===== src/hdl/lzss_token_bitstream_encoder_unit_macros.svh =====
// Assertion macros for the LZSS token encoder unit.
// Used by the top level; expects clk_i and rst_ni in scope.
`ifndef LZSS_TOKEN_BITSTREAM_ENCODER_UNIT_MACROS_SVH
`define LZSS_TOKEN_BITSTREAM_ENCODER_UNIT_MACROS_SVH

// Same-cycle implication.
`define LZSS_TBE_ASSERT_NOW(lbl, ante, cons, msg) \
  lbl: assert property (@(posedge clk_i) disable iff (!rst_ni) (ante) |-> (cons)) \
    else $error(msg);

// Next-cycle implication.
`define LZSS_TBE_ASSERT_NEXT(lbl, ante, cons, msg) \
  lbl: assert property (@(posedge clk_i) disable iff (!rst_ni) (ante) |=> (cons)) \
    else $error(msg);

`endif


===== src/hdl/lzss_tbe_pkg.sv =====
// Shared types and constants for the LZSS token encoder.
// No dependencies.
package lzss_tbe_pkg;

  localparam int DescW   = 8;                      // descriptor register width
  localparam int CodeW   = 7;                      // widest descriptor code
  localparam int MaxRes  = 5;                      // results per token, max
  localparam int NumW    = $clog2(MaxRes + 1);
  localparam int IdxW    = $clog2(MaxRes);

  localparam logic [CodeW-1:0] EndCode = 7'h23;    // terminator code

  typedef enum logic [1:0] {
    TOK_LIT   = 2'd0,
    TOK_MATCH = 2'd1,
    TOK_END   = 2'd2
  } tok_kind_e;

  typedef enum logic [1:0] {
    STR_DESC = 2'd0,
    STR_DATA = 2'd1,
    STR_HDR  = 2'd2
  } stream_kind_e;

  typedef struct packed {
    logic [1:0]  token_kind;
    logic [7:0]  literal_byte;
    logic [10:0] match_distance;
    logic [7:0]  match_length;
  } tok_t;

  typedef struct packed {
    logic [1:0]  stream_kind;
    logic [15:0] byte_value;
  } res_item_t;

  // One classified token: its results in order, item[0] first.
  typedef struct packed {
    logic [NumW-1:0]              num;
    res_item_t [MaxRes-1:0]       item;
  } job_t;

endpackage


===== src/hdl/lzss_tbe_if.sv =====
// Token and result channel interfaces (valid/ready).
// Depends on nothing; payload fields are plain logic.
interface lzss_tbe_tok_if;
  logic        valid;
  logic        ready;
  logic [1:0]  token_kind;
  logic [7:0]  literal_byte;
  logic [10:0] match_distance;
  logic [7:0]  match_length;

  modport source (output valid, token_kind, literal_byte, match_distance, match_length,
                  input ready);
  modport sink   (input valid, token_kind, literal_byte, match_distance, match_length,
                  output ready);
endinterface

interface lzss_tbe_res_if;
  logic        valid;
  logic        ready;
  logic [1:0]  stream_kind;
  logic [15:0] byte_value;
  logic        last_of_run;

  modport source (output valid, stream_kind, byte_value, last_of_run, input ready);
  modport sink   (input valid, stream_kind, byte_value, last_of_run, output ready);
endinterface


===== src/hdl/lzss_tbe_queue.sv =====
// Small job queue between the token front end and the result sequencer.
// Depends on lzss_tbe_pkg.
module lzss_tbe_queue import lzss_tbe_pkg::*; #(
  parameter int Depth = 2
) (
  input  logic clk_i,
  input  logic rst_ni,
  input  logic push_i,
  input  job_t job_i,
  output logic ready_o,
  input  logic pop_i,
  output logic valid_o,
  output job_t job_o
);

  localparam int PtrW = (Depth > 1) ? $clog2(Depth) : 1;
  localparam int CntW = $clog2(Depth + 1);

  job_t            mem_q [Depth];
  logic [PtrW-1:0] wr_q, wr_d, rd_q, rd_d;
  logic [CntW-1:0] cnt_q, cnt_d;
  logic            do_push, do_pop;

  assign ready_o = (cnt_q != CntW'(Depth));
  assign valid_o = (cnt_q != '0);
  assign job_o   = mem_q[rd_q];
  assign do_push = push_i && ready_o;
  assign do_pop  = pop_i && valid_o;

  always_comb begin
    wr_d  = wr_q;
    rd_d  = rd_q;
    cnt_d = cnt_q;
    if (do_push) begin
      wr_d = (wr_q == PtrW'(Depth - 1)) ? '0 : PtrW'(wr_q + 1'b1);
    end
    if (do_pop) begin
      rd_d = (rd_q == PtrW'(Depth - 1)) ? '0 : PtrW'(rd_q + 1'b1);
    end
    if (do_push && !do_pop) begin
      cnt_d = CntW'(cnt_q + 1'b1);
    end else if (do_pop && !do_push) begin
      cnt_d = CntW'(cnt_q - 1'b1);
    end
  end

  always_ff @(posedge clk_i or negedge rst_ni) begin
    if (!rst_ni) begin
      wr_q  <= '0;
      rd_q  <= '0;
      cnt_q <= '0;
    end else begin
      wr_q  <= wr_d;
      rd_q  <= rd_d;
      cnt_q <= cnt_d;
    end
  end

  always_ff @(posedge clk_i) begin
    if (do_push) begin
      mem_q[wr_q] <= job_i;
    end
  end

endmodule


===== src/hdl/lzss_tbe_front.sv =====
// Front end: takes tokens, packs descriptor codes, builds result jobs.
// Depends on lzss_tbe_pkg.
module lzss_tbe_front import lzss_tbe_pkg::*; (
  input  logic clk_i,
  input  logic rst_ni,
  input  logic tok_valid_i,
  input  tok_t tok_i,
  output logic tok_ready_o,
  input  logic q_ready_i,
  output logic push_o,
  output job_t job_o
);

  logic [DescW-1:0] shift_q, shift_d;
  logic [3:0]       bl_q, bl_d;
  logic [15:0]      cnt_q, cnt_d;

  logic             accept, known, is_end;
  logic [CodeW-1:0] code_al;    // code left-aligned in CodeW bits
  logic [2:0]       code_cnt;
  logic [14:0]      win, win_e, win_s, win_f;
  logic             emit;
  logic [7:0]       desc_byte, shift_new, flush_byte;
  logic [3:0]       bl_new;
  logic [15:0]      cnt_new, cnt_end;
  logic [2:0]       hi;
  logic             len2, len3, len4, len5, near;
  res_item_t [3:0]  tail;
  logic [NumW-1:0]  tail_n;

  assign tok_ready_o = q_ready_i;
  assign accept      = tok_valid_i && q_ready_i;
  assign push_o      = accept && known;

  assign hi   = tok_i.match_distance[10:8];
  assign near = (hi == 3'd0);
  assign len2 = (tok_i.match_length == 8'd2);
  assign len3 = (tok_i.match_length == 8'd3);
  assign len4 = (tok_i.match_length == 8'd4);
  assign len5 = (tok_i.match_length == 8'd5);

  // code selection and data bytes that follow
  always_comb begin
    known    = 1'b1;
    is_end   = 1'b0;
    code_al  = '0;
    code_cnt = 3'd1;
    tail     = '0;
    tail_n   = '0;
    case (tok_i.token_kind)
      TOK_LIT: begin
        code_al  = 7'b100_0000;
        code_cnt = 3'd1;
        tail[0]  = '{STR_DATA, {8'h00, tok_i.literal_byte}};
        tail_n   = NumW'(1);
      end
      TOK_MATCH: begin
        tail[0] = '{STR_DATA, {8'h00, tok_i.match_distance[7:0]}};
        tail_n  = NumW'(1);
        if ((len2 || len3) && near) begin
          code_al  = {2'b00, len3, 4'b0000};
          code_cnt = 3'd3;
        end else if (len3 || len4 || len5) begin
          code_al  = {2'b01, hi, len5, len4};
          code_cnt = 3'd7;
        end else begin
          code_al  = {2'b01, hi, 2'b11};
          code_cnt = 3'd7;
          tail[1]  = '{STR_DATA, {8'h00, tok_i.match_length}};
          tail_n   = NumW'(2);
        end
      end
      TOK_END: begin
        is_end   = 1'b1;
        code_al  = EndCode;
        code_cnt = 3'd7;
        tail[0]  = '{STR_DESC, {8'h00, flush_byte}};
        tail[1]  = '{STR_HDR, cnt_end};
        tail[2]  = '{STR_DATA, 16'h0000};
        tail[3]  = '{STR_DATA, 16'h0000};
        tail_n   = NumW'(4);
      end
      default: begin
        known = 1'b0;
      end
    endcase
  end

  // register packing: a full register goes out before the bit that overflows it
  always_comb begin
    win        = {shift_q, code_al};
    emit       = ({1'b0, code_cnt} > bl_q);
    win_e      = win >> (3'd7 - bl_q[2:0]);
    desc_byte  = win_e[7:0];
    win_s      = win >> (3'd7 - code_cnt);
    shift_new  = win_s[7:0];
    bl_new     = emit ? 4'(bl_q + 4'd8 - {1'b0, code_cnt}) : 4'(bl_q - {1'b0, code_cnt});
    cnt_new    = emit ? 16'(cnt_q + 16'd1) : cnt_q;
    win_f      = {7'b0, shift_new} << bl_new[2:0];
    flush_byte = win_f[7:0];
    cnt_end    = 16'(cnt_new + 16'd1);
  end

  // job assembly: optional descriptor byte, then the tail
  always_comb begin
    job_o = '0;
    if (emit) begin
      job_o.num     = NumW'(tail_n + 1'b1);
      job_o.item[0] = '{STR_DESC, {8'h00, desc_byte}};
      for (int i = 1; i < MaxRes; i++) begin
        job_o.item[i] = tail[i-1];
      end
    end else begin
      job_o.num = tail_n;
      for (int i = 0; i < MaxRes - 1; i++) begin
        job_o.item[i] = tail[i];
      end
    end
  end

  always_comb begin
    shift_d = shift_q;
    bl_d    = bl_q;
    cnt_d   = cnt_q;
    if (push_o) begin
      if (is_end) begin
        shift_d = '0;
        bl_d    = 4'(DescW);
        cnt_d   = '0;
      end else begin
        shift_d = shift_new;
        bl_d    = bl_new;
        cnt_d   = cnt_new;
      end
    end
  end

  always_ff @(posedge clk_i or negedge rst_ni) begin
    if (!rst_ni) begin
      shift_q <= '0;
      bl_q    <= 4'(DescW);
      cnt_q   <= '0;
    end else begin
      shift_q <= shift_d;
      bl_q    <= bl_d;
      cnt_q   <= cnt_d;
    end
  end

endmodule


===== src/hdl/lzss_tbe_back.sv =====
// Back end: steps through a job's results from a register, one per cycle
// while the result port is ready. Depends on lzss_tbe_pkg.
module lzss_tbe_back import lzss_tbe_pkg::*; (
  input  logic      clk_i,
  input  logic      rst_ni,
  input  logic      q_valid_i,
  input  job_t      job_i,
  output logic      pop_o,
  output logic      res_valid_o,
  input  logic      res_ready_i,
  output res_item_t res_o,
  output logic      last_o
);

  job_t            job_q, job_d;
  logic [IdxW-1:0] idx_q, idx_d;
  logic            busy_q, busy_d;
  logic            fire, done, load;

  assign res_valid_o = busy_q;
  assign res_o       = job_q.item[idx_q];
  assign last_o      = (NumW'(idx_q) == NumW'(job_q.num - 1'b1));

  assign fire  = busy_q && res_ready_i;
  assign done  = fire && last_o;
  assign load  = q_valid_i && (!busy_q || done);
  assign pop_o = load;

  always_comb begin
    busy_d = busy_q;
    idx_d  = idx_q;
    job_d  = job_q;
    if (load) begin
      busy_d = 1'b1;
      idx_d  = '0;
      job_d  = job_i;
    end else if (done) begin
      busy_d = 1'b0;
    end else if (fire) begin
      idx_d = IdxW'(idx_q + 1'b1);
    end
  end

  always_ff @(posedge clk_i or negedge rst_ni) begin
    if (!rst_ni) begin
      busy_q <= 1'b0;
      idx_q  <= '0;
    end else begin
      busy_q <= busy_d;
      idx_q  <= idx_d;
    end
  end

  always_ff @(posedge clk_i) begin
    job_q <= job_d;
  end

endmodule


===== src/hdl/lzss_token_bitstream_encoder_unit.sv =====
// LZSS token encoder top: front end -> job queue -> result sequencer.
// A taken token is registered in the queue, then in the back-end job register.
// Throughput: one result per cycle while the result port is ready; a token
//   gives 1 to 5 results (literal/short/mid match 1-2, long match 2-3, end 4-5).
// Reset (async, active low): descriptor register empty, byte count zero, queue empty.
// Uses lzss_tbe_pkg, lzss_tbe_if and the unit's assertion macro header.
`include "lzss_token_bitstream_encoder_unit_macros.svh"

module lzss_token_bitstream_encoder_unit import lzss_tbe_pkg::*; #(
  parameter int QueueDepth = 2
) (
  input  logic          clk_i,
  input  logic          rst_ni,
  lzss_tbe_tok_if.sink  tok_i,
  lzss_tbe_res_if.source res_o
);

  // Token payload as one struct for the front end.
  tok_t      tok;
  logic      tok_ready;

  // Front end -> queue
  logic      push;
  job_t      push_job;
  logic      q_ready;

  // Queue -> back end
  logic      q_valid;
  job_t      q_job;
  logic      pop;

  // Back end -> result port
  res_item_t res_item;
  logic      res_valid;
  logic      res_last;

  assign tok = '{token_kind:     tok_i.token_kind,
                 literal_byte:   tok_i.literal_byte,
                 match_distance: tok_i.match_distance,
                 match_length:   tok_i.match_length};
  assign tok_i.ready = tok_ready;

  // Front end owns the descriptor register, its fill level and the
  // descriptor byte count; it turns each token into a full result list.
  // Unknown token kinds are taken and dropped.
  lzss_tbe_front u_front (
    .clk_i       (clk_i),
    .rst_ni      (rst_ni),
    .tok_valid_i (tok_i.valid),
    .tok_i       (tok),
    .tok_ready_o (tok_ready),
    .q_ready_i   (q_ready),
    .push_o      (push),
    .job_o       (push_job)
  );

  // Decouples token intake from the result port.
  lzss_tbe_queue #(
    .Depth (QueueDepth)
  ) u_queue (
    .clk_i   (clk_i),
    .rst_ni  (rst_ni),
    .push_i  (push),
    .job_i   (push_job),
    .ready_o (q_ready),
    .pop_i   (pop),
    .valid_o (q_valid),
    .job_o   (q_job)
  );

  // Walks the job, one result per accepted handshake; next job loads on
  // the cycle the last result goes out, so there is no bubble when one waits.
  lzss_tbe_back u_back (
    .clk_i       (clk_i),
    .rst_ni      (rst_ni),
    .q_valid_i   (q_valid),
    .job_i       (q_job),
    .pop_o       (pop),
    .res_valid_o (res_valid),
    .res_ready_i (res_o.ready),
    .res_o       (res_item),
    .last_o      (res_last)
  );

  assign res_o.valid       = res_valid;
  assign res_o.stream_kind = res_item.stream_kind;
  assign res_o.byte_value  = res_item.byte_value;
  assign res_o.last_of_run = res_last;

  // Assertions
  `LZSS_TBE_ASSERT_NOW(a_job_size, push, (push_job.num != '0) && (push_job.num <= NumW'(MaxRes)), "job with bad result count")
  `LZSS_TBE_ASSERT_NEXT(a_no_stall, !res_valid && q_valid, res_valid, "queued job not started")
  `LZSS_TBE_ASSERT_NOW(a_hdr_not_last, res_valid && (res_item.stream_kind == STR_HDR), !res_last, "count header marked last")

endmodule

===== src/flat_wrapper.sv =====
// flat-port wrapper written by rule: the top's interface ports become plain ports
module lzss_token_bitstream_encoder_unit_flat import lzss_tbe_pkg::*;
#(
  parameter int QueueDepth = 2
)
  (clk_i, rst_ni, tok_i_valid, tok_i_token_kind, tok_i_literal_byte, tok_i_match_distance, tok_i_match_length, tok_i_ready, res_o_valid, res_o_stream_kind, res_o_byte_value, res_o_last_of_run, res_o_ready);
  lzss_tbe_tok_if tok_i_i ();
  lzss_tbe_res_if res_o_i ();
  input  logic clk_i;
  input  logic rst_ni;
  input wire logic [$bits(tok_i_i.valid)-1:0] tok_i_valid;
  input wire logic [$bits(tok_i_i.token_kind)-1:0] tok_i_token_kind;
  input wire logic [$bits(tok_i_i.literal_byte)-1:0] tok_i_literal_byte;
  input wire logic [$bits(tok_i_i.match_distance)-1:0] tok_i_match_distance;
  input wire logic [$bits(tok_i_i.match_length)-1:0] tok_i_match_length;
  output wire logic [$bits(tok_i_i.ready)-1:0] tok_i_ready;
  output wire logic [$bits(res_o_i.valid)-1:0] res_o_valid;
  output wire logic [$bits(res_o_i.stream_kind)-1:0] res_o_stream_kind;
  output wire logic [$bits(res_o_i.byte_value)-1:0] res_o_byte_value;
  output wire logic [$bits(res_o_i.last_of_run)-1:0] res_o_last_of_run;
  input wire logic [$bits(res_o_i.ready)-1:0] res_o_ready;
  assign tok_i_i.valid = tok_i_valid;
  assign tok_i_i.token_kind = tok_i_token_kind;
  assign tok_i_i.literal_byte = tok_i_literal_byte;
  assign tok_i_i.match_distance = tok_i_match_distance;
  assign tok_i_i.match_length = tok_i_match_length;
  assign tok_i_ready = tok_i_i.ready;
  assign res_o_valid = res_o_i.valid;
  assign res_o_stream_kind = res_o_i.stream_kind;
  assign res_o_byte_value = res_o_i.byte_value;
  assign res_o_last_of_run = res_o_i.last_of_run;
  assign res_o_i.ready = res_o_ready;
  lzss_token_bitstream_encoder_unit #(.QueueDepth(QueueDepth)) u_core (.clk_i(clk_i), .rst_ni(rst_ni), .tok_i(tok_i_i), .res_o(res_o_i));
endmodule

===== config.mk =====
export PLATFORM = sky130hd
export DESIGN_NAME = lzss_token_bitstream_encoder_unit_flat
export DESIGN_NICKNAME = d
export VERILOG_FILES = /design/src/hdl/lzss_tbe_pkg.sv /design/src/hdl/lzss_tbe_if.sv /design/src/hdl/lzss_tbe_queue.sv /design/src/hdl/lzss_tbe_front.sv /design/src/hdl/lzss_tbe_back.sv /design/src/hdl/lzss_token_bitstream_encoder_unit.sv /design/src/flat_wrapper.sv
export VERILOG_INCLUDE_DIRS = /design/src /design/src/hdl
export SDC_FILE = /design/constraint.sdc
export NUM_CORES = 1
export LEC_CHECK = 0
export BUFFER_PORTS_ARGS = -buffer_cell sky130_fd_sc_hd__buf_2
export CORE_ASPECT_RATIO = 1.75
export CORE_MARGIN = 4
export CORE_UTILIZATION = 45
export CTS_CLUSTER_DIAMETER = 100
export CTS_CLUSTER_SIZE = 10
export DETAILED_ROUTE_END_ITERATION = 16
export MAX_ROUTING_LAYER = met4
export PLACE_DENSITY_LB_ADDON = 0.12
export RECOVER_POWER = 25
export SYNTH_ARGS = -nofsm -noshare
export SYNTH_HDL_FRONTEND = slang
export SYNTH_SLANG_ARGS = --single-unit

===== constraint.sdc =====
create_clock -name clk_i -period 8.24 [get_ports clk_i]
set_input_delay 0.824 -clock clk_i [delete_from_list [all_inputs] [get_ports clk_i]]
set_output_delay 0.824 -clock clk_i [all_outputs]
set_load 0.01 [all_outputs]

==> flow_summary.toml <==
[timing]
worst_slack_ns = 2.71
finClkSkew_ns = 0.0170
max_freq_mhz = 181
rsz0062_at_grt = "no"
setup-violations-final = 0
whs_ns = 0.493
slew_violations = 138
finalCriticalPeriod_ns = 5.53
relSlewSlack_pct = -94.0
worstMarginPinSlew_ns = 2.91
fin_crit_sh_pct = 67.1
timing.setup.tns_ns = 0
final-hold-violation-count = 0

[setup_path]
ff2ff_path_depth = 11
cp_max_fo = 21
required_ns = 8.40
regToRegEndpoint = "u_core.u_queue.mem_q[0][32]"
worstPathCellList = "buf_2 -> inv_1 -> ha_1 -> inv_1 -> a31oi_1 -> o21ai_2 -> ha_1 -> inv_1 -> ha_1 -> and2_1 -> nand2_1 -> nand2_1 -> ha_1 -> nand4_1 -> nor4_1 -> nand3_1 -> xor2_1 -> nor2_1"
rrSetupSlack_ns = 3.79
cpMostUsedCell = "ha_1"
cp.arrival_ns = 5.69
timing.critical_path.from_type = "primary input"
criticalPathCategory = "primary input to register"
cp_slowest_stage_delay_ns = 0.79
slowest_stage = "and2_1"
r2r_start = "u_core.u_front.bl_q[1]"
cp-end-kind = "register"

[min_path]
hold_start = "u_core.u_front.shift_q[7]"
hp-class = "register to register"
min_to = "u_core.u_front.shift_q[7]"
hold_depth = 2

[pwr]
p_leak_nw = 3.77
total_power_mw = 3.63
p_per_area_nw_per_um2 = 343
peakVddDrop_v = 0.000140

[finish]
area_growth_pct = 11.4
finalInstanceArea_um2 = 10600
nNetsFinal = 923
fillerInstances = 1916
antenna_cells = 0
seq_area_um2 = 5320
fin_cells = 1137
multi_input_area_um2 = 3930
fin_util_pct = 50.8
drive_gt1_share_pct = 18.1

[logic_synthesis]
ys_seq_elements = 183
yosys.cell_count.top_type = "edfxtp_1"
syn-num-nets = 892
netlist_area_um2 = 9500
synth_top_area_cell = "edfxtp_1"
synth_edf_count = 147
ys.flop_type = "edfxtp_1"
netlist_instances = 841
synth_common_cells = "147 x edfxtp_1, 86 x nor2_1, 76 x nand2_1"
ys_types = 61
yosys-top-cells-area = "edfxtp_1 46%, dfrtp_1 9.2%, mux2_2 6.3%"
synth_async_sr_flop_share_pct = 19.7
ys_seq_area_share_pct = 55.9
synth_area_per_cell_um2 = 11.3
synth_top_area_share_pct = 46.5
synth_warnings = 0

[place]
dp.cells = 1105
place_congestion = 0.966
io_buffers = 53
dp_hpwl_um = 18700
dpl-instance-area_um2 = 10000
place_ws_ns = 2.34

[detailed_routing]
via_per_inst = 5.88
vias = 6686
finalWirelength_um = 25700
drt_iter0_markers = 614
postRouteAntennaNets = 0
wl_per_cell_um = 22.6
firstDrtPassIters = 5
drc_errors = 0

[grt]
grt_remaining_overflow = 0
grt_antenna_before_repair = 0
grt_use_total_pct = 22.5
grt_pass1_wl_um = 39700
grt_pass1_vias = 6864
grt_max_degree = 55

[cts]
cts_hold_buf = 0
clk_pin_slew_ns = 0.07
worstSkewPairLatency_ns = 0.43
cts_htree_levels = 4
cts_sinks = 183
cts_resized = 0
post_cts_buffers = 0
cts_made_buffers = 17
cts_root_buf = "clkbuf_16"
cts_tree = "yes"
clockBufferDepth = 2

[floorplan]
die_h_um = 200
start_util_pct = 45.6
dieWidth_um = 118
num_io_pins = 54
coreArea_um2 = 20800
dieArea_um2 = 23600
row_count = 70

[outcome]
status = "complete, but fails checks"
violations = "capacitance limit, slew limit"

[job]
max_cap_violations = 3
## cells in the final DEF, fill, tap and decap left out, types with 4 or more instances in the layout
cell	count
edfxtp_1	147
nor2_1	84
nand2_1	76
mux2_2	51
buf_2	49
o21ai_0	48
a21oi_1	43
dfrtp_1	34
mux2i_1	27
xnor2_1	26
inv_1	23
a22oi_1	23
nor3_1	20
clkbuf_16	17
nand3_1	16
ha_1	15
o211ai_1	11
xor2_1	11
nor2b_1	10
nand4_1	9
a31oi_1	8
a22o_1	8
clkbuf_1	8
buf_4	8
nor4_1	7
nand2b_1	7
a211oi_1	7
nand3b_1	6
and2_1	6
o31ai_1	5
or3_1	4
o22ai_1	4
mux4_2	4
## report_power, final
group          internal, mW  leakage, nW  switching, mW
Sequential             1.30         1.82          0.172
Clock                 0.481        0.293          0.356
Combinational         0.507         1.65          0.811
Total                  2.29         3.77           1.34
## worst max-delay path by stage
stage                            start                           to  slack (ns)  cells after the start
2_1_floorplan  u_core.u_back.job_q[90]      u_core.u_queue.cnt_q[1]        3.35                     11
3_3_place_gp       tok_i_token_kind[1]  u_core.u_queue.mem_q[0][48]        2.60                     18
3_5_place_dp       tok_i_token_kind[1]  u_core.u_queue.mem_q[0][32]        2.34                     18
4_1_cts            tok_i_token_kind[1]  u_core.u_queue.mem_q[0][32]        2.78                     18
5_1_grt            tok_i_token_kind[1]  u_core.u_queue.mem_q[1][48]        2.37                     18
6_report           tok_i_token_kind[1]  u_core.u_queue.mem_q[0][32]        2.71                     18
## critical path: cells and delay by family
kind | cells | cell delay (ns)
AO/OA/AOI/OAI | 2 | 0.47
buffers and inverters | 4 | 0.62
adder cells (fa/ha/maj) | 4 | 1.46
XOR/XNOR | 1 | 0.22
AND/OR/NAND/NOR | 7 | 2.08
## routing by layer
layer / global-route usage (%) / part of all wire [%]
met4: 13.5 / 6.4
met2: 39.1 / 53
met3: 2.91 / 2.4
met1: 24.5 / 38
met5: - / 0
## state kept, by name (all words and copies together), names as in the netlist
| register | flops |
|---|---|
| u_core.u_back.job_q | 49 |
| u_core.u_front.shift_q | 8 |
| u_core.u_front.cnt_q | 16 |
| u_core.u_back.res_valid_o | 1 |
| u_core.u_queue.mem_q | 98 |
| u_core.u_front.bl_q | 4 |
| u_core.u_queue.rd_q | 1 |
| u_core.u_queue.wr_q | 1 |
| u_core.u_back.idx_q | 3 |
| u_core.u_queue.cnt_q | 2 |
## cell type report
cell class / count / share of cell area [%]
clock inverters: 14 / 1.63
flip-flops and latches: 183 / 50.2
multi-input cells: 581 / 37.1
repair buffers: 64 / 3.13
well taps: 252 / 2.98
inverters: 25 / 0.886
clock buffers: 18 / 4.05
## kinds of logic (layout without fill, tap and decap cells)
logic type | count (synthesis) | in the layout | synth area share, %
AO/OA/AOI/OAI | 177 | 177 | 11.8
XOR/XNOR | 37 | 37 | 3.41
adder cells (fa/ha/maj) | 18 | 18 | 2.61
buffers and inverters | 77 | 121 | 3.04
flip-flops | 183 | 183 | 55.9
multiplexers | 84 | 84 | 10.1
AND/OR/NAND/NOR | 265 | 265 | 13.1
Note: power is estimated with default switching activity, not from simulation.
